## src/optical_flow_frame_receiver_assert.svh

```systemverilog
// ----------------------------------------------------------------------------
// Optical flow frame receiver assertion macros
// Clocked assertion forms shared by the receiver RTL, with an empty variant.
// ----------------------------------------------------------------------------
`ifndef OPTICAL_FLOW_FRAME_RECEIVER_ASSERT_SVH
`define OPTICAL_FLOW_FRAME_RECEIVER_ASSERT_SVH
`ifndef NO_ASSERTIONS
// Same-cycle implication, sampled on clk, off while in reset.
`define OFR_ASSERT_NOW(lbl, ante, cons, msg) \
	lbl: assert property (@(posedge clk) disable iff (!arst_n) (ante) |-> (cons)) \
		else $error(msg);
// Next-cycle implication, sampled on clk, off while in reset.
`define OFR_ASSERT_NEXT(lbl, ante, cons, msg) \
	lbl: assert property (@(posedge clk) disable iff (!arst_n) (ante) |=> (cons)) \
		else $error(msg);
`else
`define OFR_ASSERT_NOW(lbl, ante, cons, msg)
`define OFR_ASSERT_NEXT(lbl, ante, cons, msg)
`endif
`endif

```

## src/ofr_pkg.sv

```systemverilog
`timescale 1ns / 1ps
`default_nettype none
// ----------------------------------------------------------------------------
// Optical flow frame receiver package
// Frame constants, parser phases, status codes and register indexes.
// ----------------------------------------------------------------------------
package ofr_pkg;

	// Frame bytes and function codes.
	localparam logic [7:0] HDR_BYTE = 8'hAA;
	localparam logic [7:0] FN_FLOW  = 8'h51;
	localparam logic [7:0] FN_ALT   = 8'h52;
	localparam logic [7:0] SEL_RAW  = 8'h00;
	localparam logic [7:0] SEL_FUSED = 8'h01;

	// Payload capture depth and its index width.
	localparam int CAP_DEPTH = 15;
	localparam int CAP_IDX_W = $clog2(CAP_DEPTH);

	// Silence age limits and register reset values.
	localparam logic [13:0] AGE_RESET       = 14'd10000;
	localparam logic [13:0] AGE_MAX         = 14'd16383;
	localparam logic [7:0]  SOURCE_RESET    = 8'h22;
	localparam logic [13:0] TIMEOUT_RESET   = 14'd1000;
	localparam logic [13:0] CEILING_RESET   = 14'd10000;

	// Configuration register indexes.
	localparam logic [1:0] CFG_EXPECTED_SOURCE = 2'd0;
	localparam logic [1:0] CFG_TIMEOUT_MS      = 2'd1;
	localparam logic [1:0] CFG_AGE_CEILING     = 2'd2;

	// Parser phases.
	typedef enum logic [2:0] {
		PH_IDLE    = 3'd0,
		PH_SRC     = 3'd1,
		PH_DST     = 3'd2,
		PH_FUNC    = 3'd3,
		PH_LEN     = 3'd4,
		PH_PAYLOAD = 3'd5,
		PH_CSUM    = 3'd6
	} phase_t;

	// Per-beat frame status.
	typedef enum logic [1:0] {
		ST_NONE = 2'd0,
		ST_OK   = 2'd1,
		ST_BAD  = 2'd2
	} status_t;

	// Request kinds carried on tuser.
	localparam logic REQ_BYTE = 1'b0;
	localparam logic REQ_TICK = 1'b1;

endpackage

`default_nettype wire

```

## src/optical_flow_frame_receiver.sv

```systemverilog
`timescale 1ns / 1ps
`default_nettype none
// ----------------------------------------------------------------------------
// Optical flow frame receiver
// Parses 0xAA-framed sensor frames with an additive checksum and ages two
// liveness counters on millisecond ticks; one result beat per input beat.
// ----------------------------------------------------------------------------
// Path: an accepted beat is held in the input register, then goes through the
// parse/update logic into the result register.
// Throughput: one beat per cycle; the input register and the result register
// both advance whenever the result register is empty or being taken.
// Reset: arst_n clears the parser to idle, all latched fields to zero, both ages
// to 10000, sensor_ok to zero and the registers to their default values.
`include "optical_flow_frame_receiver_assert.svh"

module optical_flow_frame_receiver (
	input  wire logic         clk,
	input  wire logic         arst_n,
	// Configuration write port.
	input  wire logic         cfg_en,
	input  wire logic [1:0]   cfg_index,
	input  wire logic [13:0]  cfg_data,
	// Input stream.
	input  wire logic         s_tvalid,
	output logic              s_tready,
	input  wire logic [15:0]  s_tdata,  // byte_value[7:0], tick_ms[15:8]
	input  wire logic         s_tuser,  // req_type
	// Result stream.
	output logic              m_tvalid,
	input  wire logic         m_tready,
	// flow_quality[7:0], light_level[15:8], raw_dx[23:16], raw_dy[31:24],
	// fused_dx[47:32], fused_dy[63:48], corrected_dx[79:64],
	// corrected_dy[95:80], raw_altitude[111:96], fused_altitude[127:112],
	// sensor_ok[128], frame_status[130:129], zero fill[135:131]
	output logic [135:0]      m_tdata
);
	import ofr_pkg::*;

	// Configuration registers.
	logic [7:0]  expected_source_q;
	logic [13:0] timeout_ms_q;
	logic [13:0] age_ceiling_q;

	// Input stage.
	logic        valid_s1;
	logic        req_type_s1;
	logic [7:0]  byte_value_s1;
	logic [7:0]  tick_ms_s1;

	// Result stage.
	logic        valid_s2;
	status_t     frame_status_s2;
	logic        adv;

	// Parser state.
	phase_t      phase_q, phase_d;
	logic [7:0]  bytes_left_q, bytes_left_d;
	logic [7:0]  payload_index_q, payload_index_d;
	logic [7:0]  running_sum_q, running_sum_d;
	logic [7:0]  function_code_q, function_code_d;
	logic [7:0]  capture_q [CAP_DEPTH];
	logic [7:0]  capture_d [CAP_DEPTH];

	// Liveness state.
	logic        seen_q [2];
	logic        seen_d [2];
	logic [13:0] age_q [2];
	logic [13:0] age_d [2];
	logic [14:0] age_sum [2];
	logic        ok_q, ok_d;

	// Latched fields.
	logic [7:0]         flow_quality_q, flow_quality_d;
	logic [7:0]         light_level_q, light_level_d;
	logic signed [7:0]  raw_dx_q, raw_dx_d;
	logic signed [7:0]  raw_dy_q, raw_dy_d;
	logic signed [15:0] fused_dx_q, fused_dx_d;
	logic signed [15:0] fused_dy_q, fused_dy_d;
	logic signed [15:0] corrected_dx_q, corrected_dx_d;
	logic signed [15:0] corrected_dy_q, corrected_dy_d;
	logic [15:0]        raw_altitude_q, raw_altitude_d;
	logic [15:0]        fused_altitude_q, fused_altitude_d;
	status_t            status_d;

	// Handshake: the input stage moves on whenever the result register frees up.
	assign adv      = valid_s1 && (!valid_s2 || m_tready);
	assign s_tready = !valid_s1 || adv;
	assign m_tvalid = valid_s2;

	// The latched state changes only when a result is loaded, so it is the result.
	assign m_tdata = {5'b0, frame_status_s2, ok_q, fused_altitude_q, raw_altitude_q,
		corrected_dy_q, corrected_dx_q, fused_dy_q, fused_dx_q, raw_dy_q, raw_dx_q,
		light_level_q, flow_quality_q};

	// Configuration writes; indexes past the list are ignored.
	always_ff @(posedge clk or negedge arst_n) begin
		if (!arst_n) begin
			expected_source_q <= SOURCE_RESET;
			timeout_ms_q      <= TIMEOUT_RESET;
			age_ceiling_q     <= CEILING_RESET;
		end else if (cfg_en) begin
			unique case (cfg_index)
				CFG_EXPECTED_SOURCE: expected_source_q <= cfg_data[7:0];
				CFG_TIMEOUT_MS:      timeout_ms_q      <= cfg_data;
				CFG_AGE_CEILING:     age_ceiling_q     <= cfg_data;
				default: ;
			endcase
		end
	end

	// Input register.
	always_ff @(posedge clk or negedge arst_n) begin
		if (!arst_n) begin
			valid_s1 <= 1'b0;
		end else if (s_tready) begin
			valid_s1 <= s_tvalid;
		end
	end

	always_ff @(posedge clk) begin
		if (s_tvalid && s_tready) begin
			req_type_s1   <= s_tuser;
			byte_value_s1 <= s_tdata[7:0];
			tick_ms_s1    <= s_tdata[15:8];
		end
	end

	// Saturating age sums for the tick path.
	always_comb begin
		for (int i = 0; i < 2; i++) begin
			age_sum[i] = {1'b0, age_q[i]} + {7'b0, tick_ms_s1};
		end
	end

	// Next state for one beat: byte parsing or tick aging.
	always_comb begin
		phase_d          = phase_q;
		bytes_left_d     = bytes_left_q;
		payload_index_d  = payload_index_q;
		running_sum_d    = running_sum_q;
		function_code_d  = function_code_q;
		capture_d        = capture_q;
		seen_d           = seen_q;
		age_d            = age_q;
		ok_d             = ok_q;
		flow_quality_d   = flow_quality_q;
		light_level_d    = light_level_q;
		raw_dx_d         = raw_dx_q;
		raw_dy_d         = raw_dy_q;
		fused_dx_d       = fused_dx_q;
		fused_dy_d       = fused_dy_q;
		corrected_dx_d   = corrected_dx_q;
		corrected_dy_d   = corrected_dy_q;
		raw_altitude_d   = raw_altitude_q;
		fused_altitude_d = fused_altitude_q;
		status_d         = ST_NONE;

		if (req_type_s1 == REQ_BYTE) begin
			priority if (phase_q == PH_IDLE && byte_value_s1 == HDR_BYTE) begin
				// Frame start clears the capture so short payloads read as zero.
				for (int i = 0; i < CAP_DEPTH; i++) begin
					capture_d[i] = 8'h00;
				end
				running_sum_d = byte_value_s1;
				phase_d       = PH_SRC;
			end else if (phase_q == PH_SRC && byte_value_s1 == expected_source_q) begin
				running_sum_d = running_sum_q + byte_value_s1;
				phase_d       = PH_DST;
			end else if (phase_q == PH_DST) begin
				running_sum_d = running_sum_q + byte_value_s1;
				phase_d       = PH_FUNC;
			end else if (phase_q == PH_FUNC) begin
				running_sum_d   = running_sum_q + byte_value_s1;
				function_code_d = byte_value_s1;
				phase_d         = PH_LEN;
			end else if (phase_q == PH_LEN) begin
				running_sum_d   = running_sum_q + byte_value_s1;
				bytes_left_d    = byte_value_s1;
				payload_index_d = 8'h00;
				phase_d         = PH_PAYLOAD;
			end else if (phase_q == PH_PAYLOAD && bytes_left_q != 8'h00) begin
				// Bytes past the capture depth are summed but not stored.
				running_sum_d = running_sum_q + byte_value_s1;
				if (payload_index_q < 8'(CAP_DEPTH)) begin
					capture_d[payload_index_q[CAP_IDX_W-1:0]] = byte_value_s1;
				end
				payload_index_d = payload_index_q + 8'd1;
				bytes_left_d    = bytes_left_q - 8'd1;
				if (bytes_left_q == 8'd1) begin
					phase_d = PH_CSUM;
				end
			end else if (phase_q == PH_CSUM) begin
				phase_d = PH_IDLE;
				if (running_sum_q == byte_value_s1) begin
					status_d = ST_OK;
					// Apply the frame by function code and selector byte.
					if (function_code_q == FN_FLOW) begin
						if (capture_q[0] == SEL_RAW) begin
							flow_quality_d = capture_q[1];
							raw_dx_d       = capture_q[2];
							raw_dy_d       = capture_q[3];
							light_level_d  = capture_q[4];
						end else if (capture_q[0] == SEL_FUSED) begin
							flow_quality_d = capture_q[1];
							fused_dx_d     = {capture_q[2], capture_q[3]};
							fused_dy_d     = {capture_q[4], capture_q[5]};
							corrected_dx_d = {capture_q[6], capture_q[7]};
							corrected_dy_d = {capture_q[8], capture_q[9]};
							light_level_d  = capture_q[14];
							seen_d[0]      = 1'b1;
						end
					end else if (function_code_q == FN_ALT) begin
						if (capture_q[0] == SEL_RAW) begin
							raw_altitude_d = {capture_q[1], capture_q[2]};
							seen_d[1]      = 1'b1;
						end else if (capture_q[0] == SEL_FUSED) begin
							fused_altitude_d = {capture_q[1], capture_q[2]};
						end
					end
				end else begin
					status_d = ST_BAD;
				end
			end else begin
				// Unexpected byte or zero length: drop back to idle.
				phase_d = PH_IDLE;
			end
		end else begin
			// Tick: reset ages that saw data, age the rest up to the ceiling.
			for (int i = 0; i < 2; i++) begin
				if (!seen_q[i]) begin
					if (age_q[i] < age_ceiling_q) begin
						age_d[i] = age_sum[i][14] ? AGE_MAX : age_sum[i][13:0];
					end
				end else begin
					age_d[i] = 14'd0;
				end
				seen_d[i] = 1'b0;
			end
			ok_d = !(age_d[0] > timeout_ms_q || age_d[1] > timeout_ms_q);
		end
	end

	// State update, one beat per load of the result register.
	always_ff @(posedge clk or negedge arst_n) begin
		if (!arst_n) begin
			phase_q          <= PH_IDLE;
			bytes_left_q     <= 8'h00;
			payload_index_q  <= 8'h00;
			running_sum_q    <= 8'h00;
			function_code_q  <= 8'h00;
			for (int i = 0; i < CAP_DEPTH; i++) begin
				capture_q[i] <= 8'h00;
			end
			for (int i = 0; i < 2; i++) begin
				seen_q[i] <= 1'b0;
				age_q[i]  <= AGE_RESET;
			end
			ok_q             <= 1'b0;
			flow_quality_q   <= 8'h00;
			light_level_q    <= 8'h00;
			raw_dx_q         <= 8'sh00;
			raw_dy_q         <= 8'sh00;
			fused_dx_q       <= 16'sh0000;
			fused_dy_q       <= 16'sh0000;
			corrected_dx_q   <= 16'sh0000;
			corrected_dy_q   <= 16'sh0000;
			raw_altitude_q   <= 16'h0000;
			fused_altitude_q <= 16'h0000;
		end else if (adv) begin
			phase_q          <= phase_d;
			bytes_left_q     <= bytes_left_d;
			payload_index_q  <= payload_index_d;
			running_sum_q    <= running_sum_d;
			function_code_q  <= function_code_d;
			capture_q        <= capture_d;
			seen_q           <= seen_d;
			age_q            <= age_d;
			ok_q             <= ok_d;
			flow_quality_q   <= flow_quality_d;
			light_level_q    <= light_level_d;
			raw_dx_q         <= raw_dx_d;
			raw_dy_q         <= raw_dy_d;
			fused_dx_q       <= fused_dx_d;
			fused_dy_q       <= fused_dy_d;
			corrected_dx_q   <= corrected_dx_d;
			corrected_dy_q   <= corrected_dy_d;
			raw_altitude_q   <= raw_altitude_d;
			fused_altitude_q <= fused_altitude_d;
		end
	end

	// Result register valid and status.
	always_ff @(posedge clk or negedge arst_n) begin
		if (!arst_n) begin
			valid_s2        <= 1'b0;
			frame_status_s2 <= ST_NONE;
		end else if (adv) begin
			valid_s2        <= 1'b1;
			frame_status_s2 <= status_d;
		end else if (m_tready) begin
			valid_s2        <= 1'b0;
		end
	end

	// A checksum verdict always ends the frame.
	`OFR_ASSERT_NEXT(a_status_ends_frame, adv && status_d != ST_NONE, phase_q == PH_IDLE, "frame status reported but parser not idle")
	// A tick result never carries a frame status.
	`OFR_ASSERT_NEXT(a_tick_no_status, adv && req_type_s1 == REQ_TICK, frame_status_s2 == ST_NONE, "tick produced a frame status")
	// A tick consumes both liveness flags.
	`OFR_ASSERT_NEXT(a_tick_clears_seen, adv && req_type_s1 == REQ_TICK, !seen_q[0] && !seen_q[1], "seen flags survived a tick")
	// After a tick, sensor ok agrees with the new ages and the timeout.
	`OFR_ASSERT_NEXT(a_ok_matches_ages, adv && req_type_s1 == REQ_TICK, ok_q == !(age_q[0] > timeout_ms_q || age_q[1] > timeout_ms_q), "sensor ok disagrees with the ages after a tick")

endmodule

`default_nettype wire

```

## config.mk

```make
export PLATFORM = sky130hd
export DESIGN_NAME = optical_flow_frame_receiver
export DESIGN_NICKNAME = d
export VERILOG_FILES = /design/src/ofr_pkg.sv /design/src/optical_flow_frame_receiver.sv
export VERILOG_INCLUDE_DIRS = /design/src /design/src/src
export SDC_FILE = /design/constraint.sdc
export NUM_CORES = 1
export LEC_CHECK = 0
export ABC_CLOCK_PERIOD_IN_PS = 8270
export BUFFER_PORTS_ARGS = -buffer_cell sky130_fd_sc_hd__buf_2
export CAP_MARGIN = 20
export CORE_ASPECT_RATIO = 0.6
export CORE_MARGIN = 3
export CORE_UTILIZATION = 35
export DETAILED_ROUTE_END_ITERATION = 16
export SETUP_SLACK_MARGIN = 0.05
export SLEW_MARGIN = 25
export SYNTH_ARGS = -nofsm -noshare
export SYNTH_HDL_FRONTEND = slang
export SYNTH_SLANG_ARGS = --single-unit
```

## constraint.sdc

```tcl
create_clock -name clk -period 8.27 [get_ports clk]
set_clock_uncertainty 0.15 [all_clocks]
set_input_delay 1.654 -clock clk [delete_from_list [all_inputs] [get_ports clk]]
set_output_delay 1.654 -clock clk [all_outputs]
set_load 0.01 [all_outputs]
```

## After elaboration in Yosys (flattened, before gate mapping)

Index checks and enable logic that the tools add are counted.
Widths: inputs -> output; s select.

| word-level totals | value |
|---|---|
| input bits | 38 |
| flip-flop bits (word level) | 371 |
| output and inout port bits | 138 |
| word-level logic and storage cells | 203 |

| cells by class | value |
|---|---|
| add/sub/neg operators | 5 |
| multiplexer cells | 65 |
| equal/unequal tests | 28 |
| $lt $le $gt $ge | 7 |
| reduce and logical (&&, ||, !) cells | 44 |
| bitwise gates (word level) | 10 |

Operator list:

| kind | number |
|---|---|
| $mux 120 | 7 |
| $bwmux 120 | 1 |
| $mux 8 | 15 |
| $mux 14 | 8 |
| $reduce_and 12->1 | 4 |
| $mux 2 | 18 |
| $demux 8 s4 | 1 |
| $add 14x8->15 | 2 |
| $gt 14x14->1 | 2 |
| $lt 14x14->1 | 2 |
| $reduce_and 13->1 | 2 |
| $ne 2x2->1 const B | 12 |
| $reduce_bool 2->1 | 11 |
| $mux 3 | 7 |
| $eq 8x1->1 const B | 2 |
| $eq 8x7->1 const B | 2 |
| $eq 8x8->1 | 2 |
| $reduce_and 14->1 | 1 |
| $eq 3x3->1 const B | 3 |
| $not 1->1 | 9 |
| $add 8x1->8 const B | 1 |
| $add 8x8->8 | 1 |
| $eq 8x8->1 const B | 1 |
| $logic_not 8->1 | 1 |
| other kinds (23) | 44 |

## Depth between registers and ports, before layout

Gate-level depths: netlist of the first run.

| depth | value |
|---|---|
| depth after elaboration | 13 |
| gate-level depth with buffers | 19 |
| mapped depth without buffers | 17 |

## Worst setup path before layout of the first run

Ideal clock, no wire load.

| timing | value |
|---|---|
| path type | register -> register |
| start | register tick_ms_s1[0] |
| end | register ok_q |
| stages on the path, launching flop included | 19 |
| arrival | 3.609 ns |
| period minus slack after synthesis | 3.824 ns |
| path buffers | 2 |
| slack | 4.446 ns |
| library setup time | 0.065 ns |
| cell sequence | edfxtp_1 ha_1 fa_1 a21o_1 a211o_1 nand2_1 a21o_1 or2_2 clkbuf_1 clkbuf_1 a311oi_1 ha_1 a21o_1 a21o_1 a21oi_1 nand2_1 a21oi_1 a211o_1 a22o_1 |

| between the ends | value |
|---|---|
| cells in the longest elaborated chain, start to end | 8 |

RTL lines:

| item | line | source |
|---|---|---|
| from (decl) | optical_flow_frame_receiver.sv:48 | `logic [7:0] tick_ms_s1;` |
| from (signal assigned) | optical_flow_frame_receiver.sv:124 | `tick_ms_s1 <= s_tdata[15:8];` |
| $add 14x8->15 | optical_flow_frame_receiver.sv:131 | `age_sum[i] = {1'b0, age_q[i]} + {7'b0, tick_ms_s1};` |
| $mux 14 | optical_flow_frame_receiver.sv:232 | `age_d[i] = age_sum[i][14] ? AGE_MAX : age_sum[i][13:0];` |
| $mux 14 | optical_flow_frame_receiver.sv:231 | `if (age_q[i] < age_ceiling_q) begin` |
| $mux 14 | optical_flow_frame_receiver.sv:230 | `if (!seen_q[i]) begin` |
| $mux 14 | optical_flow_frame_receiver.sv:158 | `if (req_type_s1 == REQ_BYTE) begin` |
| $gt 14x14->1 | optical_flow_frame_receiver.sv:239 | `ok_d = !(age_d[0] > timeout_ms_q \|\| age_d[1] > timeout_ms_q);` |
| $logic_or 1x1->1 (*) | optical_flow_frame_receiver.sv:239 |  |
| $logic_not 1->1 (*) | optical_flow_frame_receiver.sv:239 |  |
| to (signal assigned) | optical_flow_frame_receiver.sv:278 | `ok_q <= ok_d;` |
| to (decl) | optical_flow_frame_receiver.sv:70 | `logic ok_q, ok_d;` |

Every way passes the cells marked *; elsewhere a longest branch is shown, timed or not. The select of a mux whose other input is x is not followed.
A chain may end at the register's enable or synchronous reset.

## Final worst setup path of the first run

| timing | value |
|---|---|
| start | register age_q[2] (netlist bit) |
| end | register ok_q |

| between the ends | value |
|---|---|
| cells in the longest elaborated chain, start to end | 8 |

RTL lines:

| item | line | source |
|---|---|---|
| from (decl) | optical_flow_frame_receiver.sv:67 | `logic [13:0] age_q [2];` |
| from (signal assigned) | optical_flow_frame_receiver.sv:277 | `age_q <= age_d;` |
| $add 14x8->15 | optical_flow_frame_receiver.sv:131 |  |
| $mux 14 | optical_flow_frame_receiver.sv:232 |  |
| $mux 14 (*) | optical_flow_frame_receiver.sv:231 |  |
| $mux 14 (*) | optical_flow_frame_receiver.sv:230 |  |
| $mux 14 (*) | optical_flow_frame_receiver.sv:158 |  |
| $gt 14x14->1 (*) | optical_flow_frame_receiver.sv:239 |  |
| $logic_or 1x1->1 (*) | optical_flow_frame_receiver.sv:239 |  |
| $logic_not 1->1 (*) | optical_flow_frame_receiver.sv:239 |  |

Marks and branches as above.

==> reports/qor.txt, run 1 <==
Iteration-0 DRC Markers = 1000
Sink Count = 339
H-tree level count = 2
Status = finished clean
P per Cell Area = 257.4 nW/um2
Commonest cells after routing, fill and taps aside = dfrtp_1, buf_2, mux2_2
Crit. End Element = register
CP max stage cell = or2_2
IO Port Bufs = 170
Maximum clock rate = 0.2146 GHz
CTS resizes = 0
First-pass iteration count of the detailed router = 5
WP buf/inv = 0
Clk slew on worst S/H paths = 60 ps
Final Power = 4976 uW
Hold crit path type = reg -> reg
Vias in the first global route = 11950
Layout overhead on the synthesized area = 15.06%
Sequential share of the synthesized area = 51.17%
I/O Pins = 176
Most common cell after layout, fill and taps aside = dfrtp_1
CP max FO = 33
Core Box Area = 46860 um2
Area of the multi-input gates = 7559 um2
Fin crit share = 56.35%
Metal-1 WL = 22390 um
CTS tree = yes
Post-synth ARST share = 94.99%
Final WL = 45160 um
Reg2reg end = ok_q$_DFFE_PN0P_
Hold Vio Cnt, Final = 0
Postcts setup bufs = 0
Setup CP Type = reg -> reg
Gate Count Post-Synth = 1479
Hold path startpoint = frame_status_s2[0]$_DFFE_PN0P_
Die area = 50750 um2
Fin nets = 1739
Top_reg_cell synth = dfrtp_1
Initial Utilization = 35.85%
Worst r2r src = age_q[2]$_DFFE_PN0P_
First-pass GRT wire length = 70750 um
Tot GR Track Use = 17.66%
Worst-margin pin slew = 1022 ps
Final Slew Violations = 0
Adder-Cell Fraction of Synth Area = 6.539%
Via density = 5.368
Cts hold-fix bufs = 0
Cell count of the worst reg-to-reg path = 16
Remaining DRCs = 0
Largest net degree at the start of global routing = 142
Leakage = 0.009454 uW
Post-synthesis xor/xnor area fraction = 1.408%
Hold-critical path depth = 2
Largest family of logic cells by synthesized area = simple AND/OR/NAND/NOR gates
Layout cells sized above 1 = 27.50%
Max Used Layer = met5
Routed WL per cell = 19.83 um
Post-Synth Simple-Gate Area = 12.78%
Post-synth EDFFs = 17
Worst-path cell chain = ha_1 -> a21o_1 -> a31oi_1 -> o21ai_0 -> a21oi_1 -> or2_2 -> o21ai_0 -> a21oi_1 -> ha_1 -> nand3_1 -> o21bai_1 -> a21boi_0 -> o21ai_0 -> o211ai_1 -> a21oi_1 -> a22o_1
Mux share of post-synthesis cell area = 11.53%
Placer Congestion = 0.8801
CP Data Required Time = 8520 ps
R2r setup slk = 3610 ps
Met3 WL post-DR = 2983 um
CTS buffer count = 36
Crit-path max cell delay = 570 ps
Fin Hold WS = 319.9 ps
Die Wd = 288.8 um
Initial antenna violation count = 10
Die height = 175.7 um
Maxcap violations = 0
Dpl hpwl = 32110 um
Cell area after synthesis = 16800 um2
Post-layout min period = 4660 ps
Post-route ant nets = 0
Register area = 8597 um2
Final setup fails = 0
Synth Area in Compound Gates = 12.42%
WL met2 = 19130 um
Worst setup SP type = register
Yosys warnings = 0
Clock Path Buffers = 3
FP Rows = 61
RSZ-0062 raised after global routing = no
Rel. slew slack = 31.67%
Crit-path leading delay family = compound AO/OA/AOI/OAI gates
Setup tns final = 0 ps
Via Count = 12220
Synth Register Bits = 339
Grt ovf = 0
Worst vdd ir = 0.1191 mV
Yosys cell types = 78
WHS Endpoint = frame_status_s2[0]$_DFFE_PN0P_
Critical Path AT = 4910 ps
# fillers = 4494
Root Driver = clkbuf_16
Syn Area/Cell = 11.36 um2
Skew-Pair Late Insertion Delay = 530 ps
## layer usage
metal  up-vias  GRT usage (%)
li1       5688              -
met1      6155          27.24
met2       319          25.18
met3        54          4.034
met4         8          3.419
met5         -              0
## tightest hold or removal path: stages (launching register included)
cell and delay (ps):
dfrtp_1 330, nand2_1 50, nand2_1 60
## how the worst max path moves through the flow
stage / start / endpoint / slack, ps / cells after the start
CTS: age_q[2]$_DFFE_PN0P_ / ok_q$_DFFE_PN0P_ / 3810 / 16
detailed placement: age_q[2]$_DFFE_PN0P_ / ok_q$_DFFE_PN0P_ / 3830 / 16
global route: age_q[2]$_DFFE_PN0P_ / ok_q$_DFFE_PN0P_ / 3370 / 16
finish: age_q[2]$_DFFE_PN0P_ / ok_q$_DFFE_PN0P_ / 3610 / 16
global placement: age_q[2]$_DFFE_PN0P_ / ok_q$_DFFE_PN0P_ / 3760 / 16
floorplan: tick_ms_s1[0]$_DFFE_PP_ / ok_q$_DFFE_PN0P_ / 4450 / 18
## synth_stat cells, drive strengths merged, types with 19 or more instances
| master | number | area (um2) |
|---|---|---|
| clkbuf | 48 | 180.2 |
| nand3 | 116 | 690.7 |
| dfstp | 23 | 604.3 |
| mux2 | 164 | 1847 |
| nand2 | 70 | 262.8 |
| dfrtp | 299 | 7482 |
| nor2 | 55 | 209.0 |
| a21o | 26 | 195.2 |
| ha | 83 | 1039 |
| o21ai | 137 | 700.7 |
| a21oi | 61 | 305.3 |
| xnor2 | 19 | 166.4 |
| buf | 40 | 321.5 |
| nor3 | 22 | 121.4 |
| inv | 51 | 191.4 |
## kinds of logic after synthesis
kind of cell / Yosys count
AO/OA/AOI/OAI: 333
buffers and inverters: 139
adder cells (fa/ha/maj): 86
XOR/XNOR: 27
multiplexers: 173
flip-flops: 339
AND/OR/NAND/NOR: 381
other: 1
## state kept, by name (all words and copies together) (netlist names), 14 cells and up
register          cells
age_ceiling_q        14
fused_dx_q           16
timeout_ms_q         14
fused_dy_q           16
corrected_dx_q       16
fused_altitude_q     16
age_q                28
raw_altitude_q       16
capture_q            88
corrected_dy_q       16
## final cells by class
class	instances	area share [%]
clock inverters	12	0.9386
flip-flops and latches	339	44.48
multi-input cells	1005	39.10
repair buffers	182	5.004
clock buffers	51	5.321
diodes	7	0.09062
well taps	630	4.078
inverters	51	0.9904
## per-stage QoR
stage	instance area, um2	cells	worst slack, ps	util [%]
finish	19330	2277	3610	41.25
global route	19320	2275	3367	41.24
CTS	19310	2270	3812	41.20
detailed placement	18100	2207	3834	38.62
global placement	18090	2207	3761	38.60
floorplan	16810	1483	4446	-
## where the power goes
part / leakage, uW / internal, uW / switching [uW] / total (uW)
clock network: 0.000592 / 996 / 677 / 1670
registers: 0.00448 / 1800 / 132 / 1930
logic: 0.00438 / 589 / 785 / 1370
total: 0.00945 / 3380 / 1590 / 4980
(Power assumes the default switching activity.)
==> run 2, diff against run 1 <==
--- a/config.mk
+++ b/config.mk
@@ -6,7 +6,7 @@
 export SDC_FILE = /design/constraint.sdc
 export NUM_CORES = 1
 export LEC_CHECK = 0
-export ABC_CLOCK_PERIOD_IN_PS = 8270
+export ABC_CLOCK_PERIOD_IN_PS = 4210
 export BUFFER_PORTS_ARGS = -buffer_cell sky130_fd_sc_hd__buf_2
 export CAP_MARGIN = 20
 export CORE_ASPECT_RATIO = 0.6
==> constraint.sdc (replaced) <==
create_clock -name clk -period 4.21 [get_ports clk]
set_clock_uncertainty 0.15 [all_clocks]
set_input_delay 0.842 -clock clk [delete_from_list [all_inputs] [get_ports clk]]
set_output_delay 0.842 -clock clk [all_outputs]
set_load 0.01 [all_outputs]
==> run 2 against run 1 <==
Compared with the run above:
- worst setup slack lost 3400 ps
- via count is essentially flat
- first-iteration DRC count grew 5.0%
- total power grew 94%
- fmax grew 17%
==> reports/qor.txt, run 2 (same netlist as run 1, synthesis figures left out) <==
Status = finished clean (unchanged)
WP depth = 17 (was 16)
Post-route ant nets = 0 (unchanged)
Max Used Layer = met5 (unchanged)
Maximum clock rate = 0.2515 GHz (was 0.2146 GHz)
Most numerous cell on the critical path = a21o_1
Cts hold-fix bufs = 0 (unchanged)
Top reg by flops = capture_q (unchanged)
Core Box Area = 46860 um2 (unchanged)
Largest register FFs = 88 (unchanged)
Hold Vio Cnt, Final = 0 (unchanged)
Clock Path Buffers = 3 (unchanged)
Layout overhead on the synthesized area = 16.30% (was 15.06%)
Die Wd = 288.8 um (unchanged)
Root Driver = clkbuf_16 (unchanged)
Placed Area = 18340 um2 (was 18100 um2)
Vias in the first global route = 11950 (about the same)
CP max stage cell = dfrtp_1 (was or2_2)
Fin Hold WS = 136.8 ps (was 319.9 ps)
Final Slew Violations = 0 (unchanged)
Final core utilization = 41.69% (was 41.25%)
Worst-path cell chain = ha_1 -> fa_1 -> a21o_1 -> a211o_1 -> nand2_1 -> a21o_4 -> nor2_2 -> nor4bb_1 -> nor3b_1 -> ha_1 -> a21o_1 -> a21o_1 -> a21oi_2 -> nand2_1 -> a21oi_1 -> a211o_1 -> a22o_1 (was ha_1 -> a21o_1 -> a31oi_1 -> o21ai_0 -> a21oi_1 -> or2_2 -> o21ai_0 -> a21oi_1 -> ha_1 -> nand3_1 -> o21bai_1 -> a21boi_0 -> o21ai_0 -> o211ai_1 -> a21oi_1 -> a22o_1)
# fillers = 4449 (was 4494)
Via Count = 12230 (was 12220)
Setup CP Type = reg -> reg (unchanged)
Worst-margin pin slew = 1082 ps (was 1022 ps)
Crit. End Element = register (unchanged)
CTS buffer count = 36 (unchanged)
Crit-path leading delay family = compound AO/OA/AOI/OAI gates (unchanged)
Routed WL per cell = 19.60 um (was 19.83 um)
Die height = 175.7 um (unchanged)
CP max FO = 6 (was 33)
CTS tree = yes (unchanged)
Initial antenna violation count = 7 (was 10)
I/O Pins = 176 (unchanged)
H-tree level count = 2 (unchanged)
Leakage = 0.009564 uW (was 0.009454 uW)
Met3 WL post-DR = 2964 um (was 2983 um)
Fin crit share = 94.46% (was 56.35%)
Design Area, Final = 19540 um2 (was 19330 um2)
Most common cell after layout, fill and taps aside = dfrtp_1 (unchanged)
Maxcap violations = 0 (unchanged)
Final WL = 45010 um (was 45160 um)
Clk slew on worst S/H paths = 60 ps (about the same)
Skew-Pair Late Insertion Delay = 530 ps (about the same)
Largest net degree at the start of global routing = 112 (was 142)
WP buf/inv = 0 (unchanged)
Fin nets = 1763 (was 1739)
FP Rows = 61 (unchanged)
Final Power = 9659 uW (was 4976 uW)
Cell count of the worst reg-to-reg path = 17 (was 16)
Worst setup SP type = register (unchanged)
Sink Count = 339 (unchanged)
Layout cells sized above 1 = 28.95% (was 27.50%)
CP Data Required Time = 4510 ps (was 8520 ps)
First-pass iteration count of the detailed router = 5 (unchanged)
Final setup fails = 0 (unchanged)
Setup tns final = 0 ps (unchanged)
Via density = 5.322 (was 5.368)
Rel. slew slack = 27.67% (was 31.67%)
P per Cell Area = 494.3 nW/um2 (was 257.4 nW/um2)
Crit-path max cell delay = 430 ps (was 570 ps)
WL met2 = 18140 um (was 19130 um)
Post-layout min period = 3977 ps (was 4660 ps)
Die area = 50750 um2 (unchanged)
First-pass GRT wire length = 70390 um (was 70750 um)
Initial Utilization = 35.85% (unchanged)
Worst vdd ir = 0.2132 mV (was 0.1191 mV)
Grt ovf = 0 (unchanged)
Placer Congestion = 0.8576 (was 0.8801)
IO Port Bufs = 170 (unchanged)
Biggest regs = capture_q (88), age_q (28) (unchanged)
Metal-1 WL = 22830 um (was 22390 um)
Critical Path AT = 4280 ps (was 4910 ps)
Remaining DRCs = 0 (unchanged)
Dpl hpwl = 32390 um (was 32110 um)
Iteration-0 DRC Markers = 1050 (was 1000)
Commonest cells after routing, fill and taps aside = dfrtp_1, buf_2, mux2_2 (unchanged)
Tot GR Track Use = 17.58% (was 17.66%)
Hold crit path type = in -> async (was reg -> reg)
RSZ-0062 raised after global routing = no (unchanged)
-- run 2: cell types whose count changed in the layout (fill, tap and decap cells not counted), moves of 3 or more --
cell,delta
buf_4,+19
buf_12,+6
diode_2,-5
a21oi_1,-3
a21oi_2,+3
clkinvlp_4,+3
-- run 2: metrics by stage --
stage | setup slack (ps) | cells
CTS | 103.1 | 2293
finish | 233.3 | 2297
floorplan | 385.7 | 1483
detailed placement | 140.3 | 2229
global placement | 249.6 | 2229
global route | 54.46 | 2297
-- run 2: worst paths after layout --
path,from,to,slack [ps]
max,age_q[14]$_DFFE_PN0P_,ok_q$_DFFE_PN0P_,230
min,arst_n,light_level_q[0]$_DFFE_PN0P_,140
max reg2reg,age_q[14]$_DFFE_PN0P_,ok_q$_DFFE_PN0P_,230
min reg2reg,frame_status_s2[0]$_DFFE_PN0P_,frame_status_s2[0]$_DFFE_PN0P_,330
max in group asynchronous,arst_n,age_q[6]$_DFFE_PN0P_,2660
min in group clk,frame_status_s2[0]$_DFFE_PN0P_,frame_status_s2[0]$_DFFE_PN0P_,330
-- run 2: timing repair --
item,CTS,global route
gates resized for setup,0,10
setup buffers,0,2
endpoints found under the setup margin,0,1
-- run 2: area by class of cell --
| class | count | area [um2] | share of cell area (%) |
|---|---|---|---|
| Sequential cell | 339 | 8597 | 44.00 |
| Multi-Input combinational cell | 1005 | 7589 | 38.84 |
| Timing Repair Buffer | 206 | 1219 | 6.237 |
| Clock buffer | 51 | 1008 | 5.161 |
| Tap cell | 630 | 788.3 | 4.034 |
| Inverter | 51 | 191.4 | 0.9798 |
| Clock inverter | 13 | 141.4 | 0.7236 |
| Antenna cell | 2 | 5.005 | 0.02561 |
-- run 2: power breakdown --
part           internal [uW]  total (uW)  switching, uW
logic                   1220        2740           1520
registers               3530        3790            259
clock network           1810        3130           1320
-- run 2: routing by layer --
metal | vias to the layer above | track usage [%]
met4 | 8 | 4.509
met5 | - | 0
met2 | 360 | 24.28
met1 | 6043 | 27.54
li1 | 5741 | -
met3 | 73 | 3.684
